## src/rtl/core/telemetry_frame_receiver_defines.svh

```systemverilog
// Assertion macros for the telemetry frame receiver.
`ifndef TELEMETRY_FRAME_RECEIVER_DEFINES_SVH
`define TELEMETRY_FRAME_RECEIVER_DEFINES_SVH

// Same-cycle implication, sampled on clk, off while arst_n is low.
`define TFR_ASSERT_IMP(label, ante, cons, msg) \
	label: assert property (@(posedge clk) disable iff (!arst_n) (ante) |-> (cons)) \
		else $error(msg);

// Next-cycle implication, sampled on clk, off while arst_n is low.
`define TFR_ASSERT_NXT(label, ante, cons, msg) \
	label: assert property (@(posedge clk) disable iff (!arst_n) (ante) |=> (cons)) \
		else $error(msg);

`endif

```

## src/rtl/core/tfr_pkg.sv

```systemverilog
// Shared types and constants of the telemetry frame receiver.
package tfr_pkg;

	localparam int BYTE_W     = 8;
	localparam int STATUS_W   = 3;
	localparam int WIDX_W     = 4;
	localparam int WORD_W     = 16;
	localparam int CFG_IDX_W  = 1;
	localparam int MAX_WORDS  = 14;
	localparam int HDR_BYTES  = 4;   // payload words start at frame byte 4
	localparam int MIN_BYTES  = 5;

	// register indexes
	localparam logic [CFG_IDX_W-1:0] REG_HEADER_FIRST  = 1'd0;
	localparam logic [CFG_IDX_W-1:0] REG_HEADER_SECOND = 1'd1;

	localparam logic [BYTE_W-1:0] HEADER_FIRST_RST  = 8'hAA;
	localparam logic [BYTE_W-1:0] HEADER_SECOND_RST = 8'hAF;

	// status codes
	localparam logic [STATUS_W-1:0] ST_OK        = 3'd0;
	localparam logic [STATUS_W-1:0] ST_TOO_LONG  = 3'd1;
	localparam logic [STATUS_W-1:0] ST_BAD_SUM   = 3'd2;
	localparam logic [STATUS_W-1:0] ST_BAD_HDR   = 3'd3;
	localparam logic [STATUS_W-1:0] ST_TOO_SHORT = 3'd4;

	// functions that ask for an acknowledge
	localparam logic [BYTE_W-1:0] FUNC_ACK_A = 8'h10;
	localparam logic [BYTE_W-1:0] FUNC_ACK_B = 8'h11;
	localparam logic [BYTE_W-1:0] FUNC_ACK_C = 8'h12;

	// what the collector knows of the frame so far
	typedef struct packed {
		logic              ovf;
		logic [BYTE_W-1:0] sum;
		logic [BYTE_W-1:0] b0;
		logic [BYTE_W-1:0] b1;
		logic [BYTE_W-1:0] b2;
		logic [BYTE_W-1:0] b4;
	} frm_info_t;

	typedef enum logic [3:0] {
		S_IDLE  = 4'b0001,
		S_RD_HI = 4'b0010,
		S_RD_LO = 4'b0100,
		S_WORD  = 4'b1000
	} seq_state_t;

endpackage

```

## src/rtl/core/tfr_if.sv

```systemverilog
// Channel interfaces: received bytes, results and configuration writes.
interface tfr_rx_if;
	import tfr_pkg::*;
	logic              valid;
	logic              ready;
	logic [BYTE_W-1:0] rx_byte;
	logic              end_of_frame;
	modport source (output valid, output rx_byte, output end_of_frame, input ready);
	modport sink (input valid, input rx_byte, input end_of_frame, output ready);
endinterface

interface tfr_res_if;
	import tfr_pkg::*;
	logic                     valid;
	logic                     ready;
	logic                     kind;
	logic [STATUS_W-1:0]      status;
	logic [BYTE_W-1:0]        function_code;
	logic [BYTE_W-1:0]        command_byte;
	logic                     ack_request;
	logic [BYTE_W-1:0]        frame_sum;
	logic [WIDX_W-1:0]        word_index;
	logic signed [WORD_W-1:0] word_value;
	logic                     last;
	modport source (output valid, output kind, output status, output function_code,
		output command_byte, output ack_request, output frame_sum, output word_index,
		output word_value, output last, input ready);
	modport sink (input valid, input kind, input status, input function_code,
		input command_byte, input ack_request, input frame_sum, input word_index,
		input word_value, input last, output ready);
endinterface

interface tfr_cfg_if;
	import tfr_pkg::*;
	logic                 valid;
	logic                 ready;
	logic [CFG_IDX_W-1:0] index;
	logic [BYTE_W-1:0]    data;
	modport source (output valid, output index, output data, input ready);
	modport sink (input valid, input index, input data, output ready);
endinterface

```

## src/rtl/core/tfr_store.sv

```systemverilog
// Frame byte store: one write port, one read port with registered data.
module tfr_store #(
	parameter int DEPTH = 32,
	parameter int AW    = 5
) (
	input  logic                      clk,
	input  logic                      wr_en,
	input  logic [AW-1:0]             wr_addr,
	input  logic [tfr_pkg::BYTE_W-1:0] wr_data,
	input  logic [AW-1:0]             rd_addr,
	output logic [tfr_pkg::BYTE_W-1:0] rd_data
);
	import tfr_pkg::*;

	logic [BYTE_W-1:0] mem [DEPTH];
	logic [BYTE_W-1:0] rd_data_q;

	always_ff @(posedge clk) begin
		if (wr_en) begin
			mem[wr_addr] <= wr_data;
		end
	end

	always_ff @(posedge clk) begin
		rd_data_q <= mem[rd_addr];
	end

	assign rd_data = rd_data_q;

endmodule

```

## src/rtl/core/tfr_collect.sv

```systemverilog
// Byte collector: count, running sum, overflow, header byte capture, store writes.
module tfr_collect #(
	parameter int MAX_FRAME = 32,
	parameter int AW        = 5
) (
	input  logic                       clk,
	input  logic                       arst_n,
	input  logic                       take,
	input  logic                       eof,
	input  logic [tfr_pkg::BYTE_W-1:0] rx_byte,
	output logic [AW-1:0]              count,
	output tfr_pkg::frm_info_t         info,
	output logic                       wr_en,
	output logic [AW-1:0]              wr_addr,
	output logic [tfr_pkg::BYTE_W-1:0] wr_data
);
	import tfr_pkg::*;

	localparam logic [AW-1:0] CNT_LIMIT = AW'(MAX_FRAME - 1);

	logic [AW-1:0]     count_q;
	logic [BYTE_W-1:0] sum_q;
	logic              ovf_q;
	logic [BYTE_W-1:0] b0_q, b1_q, b2_q, b4_q;
	logic              full;

	assign full    = (count_q >= CNT_LIMIT);
	assign wr_en   = take && !eof && !full;
	assign wr_addr = count_q;
	assign wr_data = rx_byte;

	always_ff @(posedge clk or negedge arst_n) begin
		if (!arst_n) begin
			count_q <= '0;
			sum_q   <= '0;
			ovf_q   <= 1'b0;
		end else if (take) begin
			if (eof) begin
				count_q <= '0;
				sum_q   <= '0;
				ovf_q   <= 1'b0;
			end else begin
				sum_q <= sum_q + rx_byte;
				if (full) begin
					ovf_q <= 1'b1;
				end else begin
					count_q <= count_q + AW'(1);
				end
			end
		end
	end

	// copies of the bytes the header result needs, so the store port stays free
	always_ff @(posedge clk) begin
		if (wr_en) begin
			if (count_q == AW'(0)) b0_q <= rx_byte;
			if (count_q == AW'(1)) b1_q <= rx_byte;
			if (count_q == AW'(2)) b2_q <= rx_byte;
			if (count_q == AW'(4)) b4_q <= rx_byte;
		end
	end

	assign count     = count_q;
	assign info.ovf  = ovf_q;
	assign info.sum  = sum_q;
	assign info.b0   = b0_q;
	assign info.b1   = b1_q;
	assign info.b2   = b2_q;
	assign info.b4   = b4_q;

endmodule

```

## src/rtl/core/telemetry_frame_receiver.sv

```systemverilog
// Telemetry frame receiver top level: frame judgment and result sequencer.
//
//  channel  dir  transaction                       handshake
//  rx       in   one frame byte + end_of_frame     valid/ready
//  res      out  header result or payload word     valid/ready
//  cfg      in   register index + write data       valid/ready (ready held high)
//
// The end-of-frame byte loads the header result. Each payload word then passes
// through RD_HI, RD_LO and WORD: two reads through the single read port of the
// frame store plus the load of the result register when it is free.
// Reset clears the counters and the sequencer and sets the header registers to
// 0xAA / 0xAF; the frame store is not cleared. rx is ready only while the
// sequencer is idle and the result register is empty or being taken.
`include "telemetry_frame_receiver_defines.svh"

module telemetry_frame_receiver #(
	parameter int MAX_FRAME = 32
) (
	input  logic      clk,
	input  logic      arst_n,
	tfr_rx_if.sink    rx,
	tfr_res_if.source res,
	tfr_cfg_if.sink   cfg
);
	import tfr_pkg::*;

	localparam int AW = $clog2(MAX_FRAME);

	seq_state_t        state_q;
	logic [BYTE_W-1:0] hdr_first_q, hdr_second_q;
	logic [WIDX_W-1:0] widx_q, words_q;
	logic [BYTE_W-1:0] hi_q;

	logic              take, eof_take, out_free, load_res;
	logic [AW-1:0]     count;
	frm_info_t         info;
	logic              wr_en;
	logic [AW-1:0]     wr_addr, rd_addr, base_addr;
	logic [BYTE_W-1:0] wr_data, rd_data;

	logic [STATUS_W-1:0] status;
	logic [BYTE_W-1:0]   func, cmd;
	logic [AW-1:0]       n_minus4;
	logic [AW-2:0]       words_raw;
	logic [WIDX_W-1:0]   words;
	logic                ack, word_last;

	// result register
	logic                valid_q;
	logic                kind_q;
	logic [STATUS_W-1:0] status_q;
	logic [BYTE_W-1:0]   func_q, cmd_q, sum_q;
	logic                ack_q;
	logic [WIDX_W-1:0]   index_q;
	logic [WORD_W-1:0]   value_q;
	logic                last_q;

	assign out_free = !valid_q || res.ready;
	assign rx.ready = (state_q == S_IDLE) && out_free;
	assign take     = rx.valid && rx.ready;
	assign eof_take = take && rx.end_of_frame;
	assign load_res = eof_take || (state_q == S_WORD && out_free);
	assign cfg.ready = 1'b1;

	tfr_collect #(.MAX_FRAME(MAX_FRAME), .AW(AW)) u_collect (
		.clk     (clk),
		.arst_n  (arst_n),
		.take    (take),
		.eof     (rx.end_of_frame),
		.rx_byte (rx.rx_byte),
		.count   (count),
		.info    (info),
		.wr_en   (wr_en),
		.wr_addr (wr_addr),
		.wr_data (wr_data)
	);

	tfr_store #(.DEPTH(MAX_FRAME), .AW(AW)) u_store (
		.clk     (clk),
		.wr_en   (wr_en),
		.wr_addr (wr_addr),
		.wr_data (wr_data),
		.rd_addr (rd_addr),
		.rd_data (rd_data)
	);

	// frame judgment at the checksum byte
	always_comb begin
		if (info.ovf) begin
			status = ST_TOO_LONG;
		end else if (count < AW'(MIN_BYTES)) begin
			status = ST_TOO_SHORT;
		end else if (rx.rx_byte != info.sum) begin
			status = ST_BAD_SUM;
		end else if (info.b0 != hdr_first_q || info.b1 != hdr_second_q) begin
			status = ST_BAD_HDR;
		end else begin
			status = ST_OK;
		end
	end

	assign func = (count > AW'(2)) ? info.b2 : '0;
	assign cmd  = (count > AW'(HDR_BYTES)) ? info.b4 : '0;
	assign ack  = (status == ST_OK) &&
		(func == FUNC_ACK_A || func == FUNC_ACK_B || func == FUNC_ACK_C);

	assign n_minus4  = count - AW'(HDR_BYTES);
	assign words_raw = n_minus4[AW-1:1];
	assign words     = (8'(words_raw) > 8'(MAX_WORDS)) ? WIDX_W'(MAX_WORDS)
		: WIDX_W'(words_raw);

	// high byte of word i sits at 4 + 2i, low byte right after
	assign base_addr = AW'({widx_q, 1'b0} + (WIDX_W + 1)'(HDR_BYTES));
	assign rd_addr   = (state_q == S_RD_HI) ? base_addr : base_addr + AW'(1);
	assign word_last = (widx_q + WIDX_W'(1)) == words_q;

	always_ff @(posedge clk or negedge arst_n) begin
		if (!arst_n) begin
			hdr_first_q  <= HEADER_FIRST_RST;
			hdr_second_q <= HEADER_SECOND_RST;
		end else if (cfg.valid && cfg.ready) begin
			case (cfg.index)
				REG_HEADER_FIRST:  hdr_first_q  <= cfg.data;
				REG_HEADER_SECOND: hdr_second_q <= cfg.data;
				default: ;
			endcase
		end
	end

	always_ff @(posedge clk or negedge arst_n) begin
		if (!arst_n) begin
			state_q <= S_IDLE;
			valid_q <= 1'b0;
			widx_q  <= '0;
			words_q <= '0;
		end else begin
			valid_q <= load_res || (valid_q && !res.ready);
			case (state_q)
				S_IDLE: begin
					if (eof_take) begin
						widx_q  <= '0;
						words_q <= words;
						if (status == ST_OK && words != '0) begin
							state_q <= S_RD_HI;
						end
					end
				end
				S_RD_HI: state_q <= S_RD_LO;
				S_RD_LO: state_q <= S_WORD;
				S_WORD: begin
					if (out_free) begin
						widx_q  <= widx_q + WIDX_W'(1);
						state_q <= word_last ? S_IDLE : S_RD_HI;
					end
				end
				default: state_q <= S_IDLE;
			endcase
		end
	end

	// result payload
	always_ff @(posedge clk) begin
		if (state_q == S_RD_LO) begin
			hi_q <= rd_data;
		end
		if (eof_take) begin
			kind_q   <= 1'b0;
			status_q <= status;
			func_q   <= func;
			cmd_q    <= cmd;
			ack_q    <= ack;
			sum_q    <= info.sum;
			index_q  <= '0;
			value_q  <= '0;
			last_q   <= (status != ST_OK) || (words == '0);
		end else if (state_q == S_WORD && out_free) begin
			// function, command and sum stay from the header result
			kind_q   <= 1'b1;
			status_q <= ST_OK;
			ack_q    <= 1'b0;
			index_q  <= widx_q;
			value_q  <= {hi_q, rd_data};
			last_q   <= word_last;
		end
	end

	assign res.valid         = valid_q;
	assign res.kind          = kind_q;
	assign res.status        = status_q;
	assign res.function_code = func_q;
	assign res.command_byte  = cmd_q;
	assign res.ack_request   = ack_q;
	assign res.frame_sum     = sum_q;
	assign res.word_index    = index_q;
	assign res.word_value    = signed'(value_q);
	assign res.last          = last_q;

	`TFR_ASSERT_IMP(a_pending_words, res.valid && !res.last, state_q != S_IDLE, "non-last result with idle sequencer")
	`TFR_ASSERT_IMP(a_reject_last, res.valid && !res.kind && res.status != ST_OK, res.last, "rejected frame header not last")
	`TFR_ASSERT_IMP(a_word_fields, res.valid && res.kind, res.status == ST_OK && !res.ack_request, "word result with status or ack")
	`TFR_ASSERT_NXT(a_word_load, state_q == S_WORD && !res.valid, res.valid, "word not loaded into empty result register")

endmodule
```

## src/flat_wrapper.sv

```systemverilog
// flat-port wrapper written by rule: the top's interface ports become plain ports
module telemetry_frame_receiver_flat import tfr_pkg::*;
#(
	parameter int MAX_FRAME = 32
)
  (clk, arst_n, rx_valid, rx_rx_byte, rx_end_of_frame, rx_ready, res_valid, res_kind, res_status, res_function_code, res_command_byte, res_ack_request, res_frame_sum, res_word_index, res_word_value, res_last, res_ready, cfg_valid, cfg_index, cfg_data, cfg_ready);
  tfr_rx_if rx_i ();
  tfr_res_if res_i ();
  tfr_cfg_if cfg_i ();
  input  logic clk;
  input  logic arst_n;
  input wire logic [$bits(rx_i.valid)-1:0] rx_valid;
  input wire logic [$bits(rx_i.rx_byte)-1:0] rx_rx_byte;
  input wire logic [$bits(rx_i.end_of_frame)-1:0] rx_end_of_frame;
  output wire logic [$bits(rx_i.ready)-1:0] rx_ready;
  output wire logic [$bits(res_i.valid)-1:0] res_valid;
  output wire logic [$bits(res_i.kind)-1:0] res_kind;
  output wire logic [$bits(res_i.status)-1:0] res_status;
  output wire logic [$bits(res_i.function_code)-1:0] res_function_code;
  output wire logic [$bits(res_i.command_byte)-1:0] res_command_byte;
  output wire logic [$bits(res_i.ack_request)-1:0] res_ack_request;
  output wire logic [$bits(res_i.frame_sum)-1:0] res_frame_sum;
  output wire logic [$bits(res_i.word_index)-1:0] res_word_index;
  output wire logic [$bits(res_i.word_value)-1:0] res_word_value;
  output wire logic [$bits(res_i.last)-1:0] res_last;
  input wire logic [$bits(res_i.ready)-1:0] res_ready;
  input wire logic [$bits(cfg_i.valid)-1:0] cfg_valid;
  input wire logic [$bits(cfg_i.index)-1:0] cfg_index;
  input wire logic [$bits(cfg_i.data)-1:0] cfg_data;
  output wire logic [$bits(cfg_i.ready)-1:0] cfg_ready;
  assign rx_i.valid = rx_valid;
  assign rx_i.rx_byte = rx_rx_byte;
  assign rx_i.end_of_frame = rx_end_of_frame;
  assign rx_ready = rx_i.ready;
  assign res_valid = res_i.valid;
  assign res_kind = res_i.kind;
  assign res_status = res_i.status;
  assign res_function_code = res_i.function_code;
  assign res_command_byte = res_i.command_byte;
  assign res_ack_request = res_i.ack_request;
  assign res_frame_sum = res_i.frame_sum;
  assign res_word_index = res_i.word_index;
  assign res_word_value = res_i.word_value;
  assign res_last = res_i.last;
  assign res_i.ready = res_ready;
  assign cfg_i.valid = cfg_valid;
  assign cfg_i.index = cfg_index;
  assign cfg_i.data = cfg_data;
  assign cfg_ready = cfg_i.ready;
  telemetry_frame_receiver #(.MAX_FRAME(MAX_FRAME)) u_core (.clk(clk), .arst_n(arst_n), .rx(rx_i), .res(res_i), .cfg(cfg_i));
endmodule
```

## config.mk

```make
export PLATFORM = sky130hd
export DESIGN_NAME = telemetry_frame_receiver_flat
export DESIGN_NICKNAME = d
export VERILOG_FILES = /design/src/rtl/core/tfr_pkg.sv /design/src/rtl/core/tfr_if.sv /design/src/rtl/core/tfr_store.sv /design/src/rtl/core/tfr_collect.sv /design/src/rtl/core/telemetry_frame_receiver.sv /design/src/flat_wrapper.sv
export VERILOG_INCLUDE_DIRS = /design/src /design/src/rtl/core
export SDC_FILE = /design/constraint.sdc
export NUM_CORES = 1
export LEC_CHECK = 0
export BUFFER_PORTS_ARGS = -buffer_cell sky130_fd_sc_hd__buf_2
export CAP_MARGIN = 20
export CORE_AREA = 2 2 202 204
export CTS_CLUSTER_SIZE = 8
export DETAILED_ROUTE_END_ITERATION = 6
export DIE_AREA = 0 0 204 206
export GPL_ROUTABILITY_DRIVEN = 0
export PLACE_DENSITY = 0.55
export SKIP_CTS_REPAIR_TIMING = 1
export SYNTH_ARGS = -nofsm -noshare
export SYNTH_HDL_FRONTEND = slang
export SYNTH_SLANG_ARGS = --single-unit
export TNS_END_PERCENT = 10
```

## constraint.sdc

```tcl
create_clock -name clk -period 5.7 [get_ports clk]
set_input_delay 0.57 -clock clk [delete_from_list [all_inputs] [get_ports clk]]
set_output_delay 0.57 -clock clk [all_outputs]
set_load 0.05 [all_outputs]
```

# Word level (Yosys, flattened, before mapping)

Memory sizes are Yosys's and may differ from the RTL's. A register that Yosys moved wholly into a read port is not among the register bits.
Index checks and enable logic that the tools add are counted.

Register bits after elaboration: 133
RAM bits: 256
Bits of input ports: 23
Output and inout port bits: 53
Word-level logic and storage cells: 121
Memories: 1

Memory list:

| name               | words | width | read ports | clocked after memory_dff | write ports | line            | RTL |
|---|---|---|---|---|---|---|---|
| u_core.u_store.mem | 32    | 8     | 1          | 1                        | 1           | tfr_store.sv:15 | `logic [BYTE_W-1:0] mem [DEPTH];` |

Add/sub/neg operators: 6
Order comparisons: 5
Equality and inequality tests: 18
Multiplexer cells: 28
Bitwise gates (word level): 1
Reductions and logical operators: 39

Operator list:

| operator              | number |
|---|---|
| $eq A8 B5 Y1 const B  | 3 |
| $mux W4               | 6 |
| $ne A8 B8 Y1          | 3 |
| $reduce_and A2 Y1     | 9 |
| $mux W8               | 2 |
| $pmux W4 S4           | 1 |
| $mux W3               | 5 |
| $mux W5               | 3 |
| $add A5 B1 Y5 const B | 2 |
| $logic_and A1 B1 Y1   | 9 |
| $add A8 B8 Y8         | 1 |
| $mux W1               | 8 |
| $pmux W4 S2           | 1 |
| $logic_or A1 B1 Y1    | 7 |
| $reduce_and A3 Y1     | 2 |
| $reduce_bool A2 Y1    | 3 |
| $add A5 B3 Y5 const B | 1 |
| $eq A5 B1 Y1 const B  | 1 |
| $eq A5 B2 Y1 const B  | 1 |
| $eq A5 B3 Y1 const B  | 1 |
| $ge A5 B5 Y1 const B  | 1 |
| $gt A5 B2 Y1 const B  | 1 |
| $gt A5 B3 Y1 const B  | 1 |
| $logic_not A5 Y1      | 1 |
| 18 further kinds      | 24 |

# Depth between registers and ports, before layout

Depth in word-level cells: 11
Depth in mapped cells: 11
Gate-level depth less buffers: 8

# Cells and area by module

From an unflattened synthesis, not the netlist that was laid out.

Cells, all modules: 881
Area, all modules: 15,828.9 µm²

Modules (own cells, without submodules):

| module                   | instances | cells an instance | area an instance (µm²) | seq. area each (µm²) |
|---|---|---|---|---|
| tfr_store                | 1         | 417               | 10,053.4               | 7,847.5 |
| telemetry_frame_receiver | 1         | 314               | 3,703.6                | 2,270.9 |
| tfr_collect              | 1         | 150               | 2,072.0                | 1,311.3 |

# Worst setup path before layout

Ideal clock, no wire load.

Path type: register to register
Start: register u_core.state_q[3]
End: register u_core.u_store.rd_data_q[0], in the netlist u_core.u_store.rd_data[0], read port of u_core.u_store.mem
Setup time: 0.142 ns
Arrival time: 2.415 ns
Required time: 5.558 ns
Slack: 3.143 ns
Cell stages (with the launch flop): 9
Path buffers: 2
Clock period less this slack: 2.557 ns
Cell sequence: dfrtp_1 > or4b_1 > buf_6 > inv_8 > buf_6 > mux4_2 > mux4_2 > nor2_1 > a211oi_2

Cells in the longest elaborated chain, start to end: 2

RTL lines:

| item                   | line                            | RTL |
|---|---|---|
| from (decl)            | telemetry_frame_receiver.sv:29  | `seq_state_t state_q;` |
| from (signal assigned) | telemetry_frame_receiver.sv:153 | `state_q <= word_last ? S_IDLE : S_RD_HI;` |
| $eq A4 B2 Y1           | telemetry_frame_receiver.sv:114 | `assign rd_addr = (state_q == S_RD_HI) ? base_addr : base_addr + AW'(1);` |
| $mux W5                | telemetry_frame_receiver.sv:114 |  |
| to (decl)              | tfr_store.sv:16                 | `logic [BYTE_W-1:0] rd_data_q;` |

No other way between the ends.
A chain may end at the register's enable or synchronous reset.

# Worst setup path after layout

Start: register u_core.state_q[0]
End: register u_core.u_collect.b2_q[5], enable pin

Cells in the longest elaborated chain, start to end: 6

RTL lines:

| item                             | line                           | RTL |
|---|---|---|
| $eq A4 B1 Y1                     | telemetry_frame_receiver.sv:59 | `assign rx.ready = (state_q == S_IDLE) && out_free;` |
| $logic_and A1 B1 Y1              | telemetry_frame_receiver.sv:59 |  |
| $logic_and A1 B1 Y1              | telemetry_frame_receiver.sv:60 | `assign take = rx.valid && rx.ready;` |
| $logic_and A1 B1 Y1 (2 in a row) | tfr_collect.sv:28              | `assign wr_en = take && !eof && !full;` |
| $reduce_and A2 Y1 (no line)      | n/a                            |  |
| to (signal assigned)             | tfr_collect.sv:58              | `if (count_q == AW'(2)) b2_q <= rx_byte;` |
| to (decl)                        | tfr_collect.sv:24              | `logic [BYTE_W-1:0] b0_q, b1_q, b2_q, b4_q;` |

No other way between the ends.

==> summary.txt <==
Yosys
  • Top post-synthesis cells by count: edfxtp_1 (325), nand2_1 (93), nor2_1 (69), mux4_2 (37)
  • Syn Nets: 978
  • Synth Instances: 936
  • Cell variety after synth: 58
  • Most frequent cell after synthesis: edfxtp_1
  • Post-synth EDFFs: 325
  • Number of synthesized register bits: 397
  • Synth top area share: 61.9%
  • Synth area leaders: edfxtp_1 (62%), mux4_2 (5.3%), dfrtp_1 (5.1%), dfxtp_1 (3.7%), mux4_1 (3.2%)
  • Seq/Total Area, Yosys: 72.4%
  • Async S/R FF share, synth: 10.8%
  • Post-Synthesis Cell Area: 15800 um2
  • Synth warnings: 0
  • Main flop type after synthesis: edfxtp_1
  • Post-synth top area cell: edfxtp_1
  • Syn avg cell area: 16.9 um2

Clocking
  • Clock Latency Late Sink: 570 ps
  • Clk slew on worst S/H paths: 50 ps
  • Root buffer cell: clkbuf_16
  • Htree depth: 2
  • Clk buf depth: 3
  • CTS tree: yes
  • Sinks on the clock net: 397
  • Cts bufs inserted: 55

Global route
  • Vias in the first global route: 8579
  • Largest net degree at the start of global routing: 80
  • Initial antenna violation count: 1
  • Grt total ovfl: 0
  • GR Util All Layers: 18.4%
  • Global-route wire length before repair: 56500 um

Timing
  • Max Slew Vio Count: 0
  • Final min period: 4010 ps
  • Final Skew: 25.9 ps
  • RSZ-0062 raised after global routing: false
  • Fin crit share: 70.3%
  • Fmax: 250 MHz
  • Worst slew pin tran: 971 ps
  • # setup viols final: 0
  • Min Hold Slack: 98.6 ps
  • Endpoints failing hold: 0
  • Setup TNS: 0 ps
  • Rel. slew slack: 35.3%

Critical path
  • Crit start category: flop
  • Reg2reg end: u_core.u_collect.b2_q[5]$_DFFE_PP_
  • Reg2reg path depth: 5
  • Worst setup EP type: flop
  • RR Startpoint: u_core.state_q[0]$_DFFE_PN1P_
  • Worst Path Required: 5900 ps
  • Critical path peak fanout: 20
  • Reg2reg setup slack: 1690 ps
  • Arr. time, crit path: 4200 ps
  • WS Path Type: flop to flop

Layout
  • Reg area: 11400 um2
  • FILL cells: 3533
  • Share of layout cells above drive strength 1: 20.3%
  • Layout net count: 1080
  • Multi-input logic area: 4020 um2
  • Post-layout util: 45.2%
  • Area grow syn2layout: 15.2%
  • Diode count: 0

Routing
  • Vias per cell: 5.28
  • Via count: 8475
  • Final antenna-violating net count: 0
  • Initial DRT Pass Iterations: 5
  • Wirelength per Cell: 23.7 um
  • Final WL: 38000 um
  • DRC: 0
  • DR iter-0 viols: 931

Outcome
  • Outcome: complete, no violations

Die
  • Boundary Pins: 76
  • Starting density of the core: 39.3%
  • Width of the die: 204 um
  • Row cnt: 74
  • Die Ht: 206 um
  • Die area: 42000 um2
  • Core area: 40200 um2

Power and ir drop
  • Worst vdd ir: 0.204 mV
  • Power share of the clock group: 43.9%
  • Cell internal pwr: 5200 uW
  • Power Density: 370 nW/um2
  • Sw Pwr: 1530 uW
  • Combinational Power Share: 6.8%
  • Design Power: 6730 uW
  • Leakage Power: 0.00617 uW
  • Sw frac: 22.8%
  • Flop pwr share: 49.3%

Run
  • # Max-Cap Violations: 0

Placed design
  • I/O Buffers: 74
  • Post-DP HPWL: 23900 um

Worst hold path
  • Worst hold path type: input pin to async pin
==> kinds of logic after synthesis <==
logic type	share of synthesized area, %
buffers and inverters	2.06
flip-flops	72.4
AO/OA/AOI/OAI	4.09
adder cells (fa/ha/maj)	1.55
AND/OR/NAND/NOR	6.98
other	0.0238
XOR/XNOR	1.72
multiplexers	11.1
==> layer usage <==
layer  up-vias  track usage, %  part of all wire, %
met5         -               0                    0
li1       3821               -                    -
met2       264            30.1                   48
met4         0            5.80                  2.6
met1      4330            25.3                   44
met3        60            2.93                  5.3
==> power groups by stage <==
| stage | clock network, uW | registers (uW) | logic, uW |
|---|---|---|---|
| finish | 2950 | 3320 | 460 |
| global route | 3120 | 3330 | 503 |
| CTS | 3010 | 3320 | 466 |
| detailed placement | 0 | 3370 | 465 |
| global placement | 0 | 3370 | 461 |
| floorplan | 0 | 3400 | 251 |
==> worst max-delay path by stage <==
stage / start / endpoint / slack [ps] / cells after the start
after detailed placement: u_core.state_q[0]$_DFFE_PN1P_ / u_core.u_collect.b2_q[1]$_DFFE_PP_ / 1730 / 5
final: u_core.state_q[0]$_DFFE_PN1P_ / u_core.u_collect.b2_q[5]$_DFFE_PP_ / 1690 / 5
after CTS: u_core.state_q[0]$_DFFE_PN1P_ / u_core.u_collect.b2_q[5]$_DFFE_PP_ / 1710 / 5
after floorplan: u_core.state_q[3]$_DFFE_PN0P_ / u_core.u_store.rd_data[0]$_DFF_P_ / 3140 / 8
after global placement: u_core.state_q[0]$_DFFE_PN1P_ / u_core.u_collect.b2_q[1]$_DFFE_PP_ / 1860 / 5
after global routing: u_core.state_q[0]$_DFFE_PN1P_ / u_core.u_collect.b2_q[0]$_DFFE_PP_ / 1420 / 5
==> registers in the layout, indices dropped and copies added, names as in the netlist, 3 cells and up <==
name / count
u_core.u_store.mem: 256
u_core.res.word_value: 16
u_core.hdr_first_q: 8
u_core.hdr_second_q: 8
u_core.hi_q: 8
u_core.res.command_byte: 8
u_core.res.frame_sum: 8
u_core.res.function_code: 8
u_core.u_collect.b0_q: 8
u_core.u_collect.b1_q: 8
u_core.u_collect.b2_q: 8
u_core.u_collect.b4_q: 8
u_core.u_collect.sum_q: 8
u_core.u_store.rd_data: 8
u_core.u_collect.count: 5
u_core.res.word_index: 4
u_core.state_q: 4
u_core.widx_q: 4
u_core.words_q: 4
u_core.res.status: 3
==> stage by stage <==
| step | cell area [um2] | setup WS, ps | instances |
|---|---|---|---|
| 2_1_floorplan | 15800 | 3140 | 936 |
| 3_3_place_gp | 16600 | 1860 | 1513 |
| 3_5_place_dp | 16600 | 1730 | 1513 |
| 4_1_cts | 18200 | 1710 | 1604 |
| 5_1_grt | 18200 | 1420 | 1604 |
| 6_report | 18200 | 1690 | 1604 |
==> placed cells by master (no fill, tap or decap), types with 22 or more instances in the layout <==
| master | n |
|---|---|
| a21oi_1 | 32 |
| buf_2 | 74 |
| clkbuf_1 | 32 |
| clkbuf_16 | 56 |
| dfrtp_1 | 32 |
| dfxtp_1 | 29 |
| edfxtp_1 | 325 |
| mux2i_1 | 23 |
| mux4_2 | 37 |
| nand2_1 | 93 |
| nor2_1 | 69 |
| xor2_1 | 22 |
==> area by class of cell <==
class	count	area share [%]
Timing Repair Buffer	84	2.45
Clock inverter	3	0.158
Inverter	15	0.351
Clock buffer	88	8.37
Tap cell	532	3.66
Multi-Input combinational cell	485	22.1
Sequential cell	397	62.9
==> critical path: stages, from the launching register on <==
cell,delay (ps)
dfstp_2,550
nor4b_1,520
nand3_1,690
nor3_2,610
nand2_1,510
nor2_1,750
(Power assumes the default switching activity.)
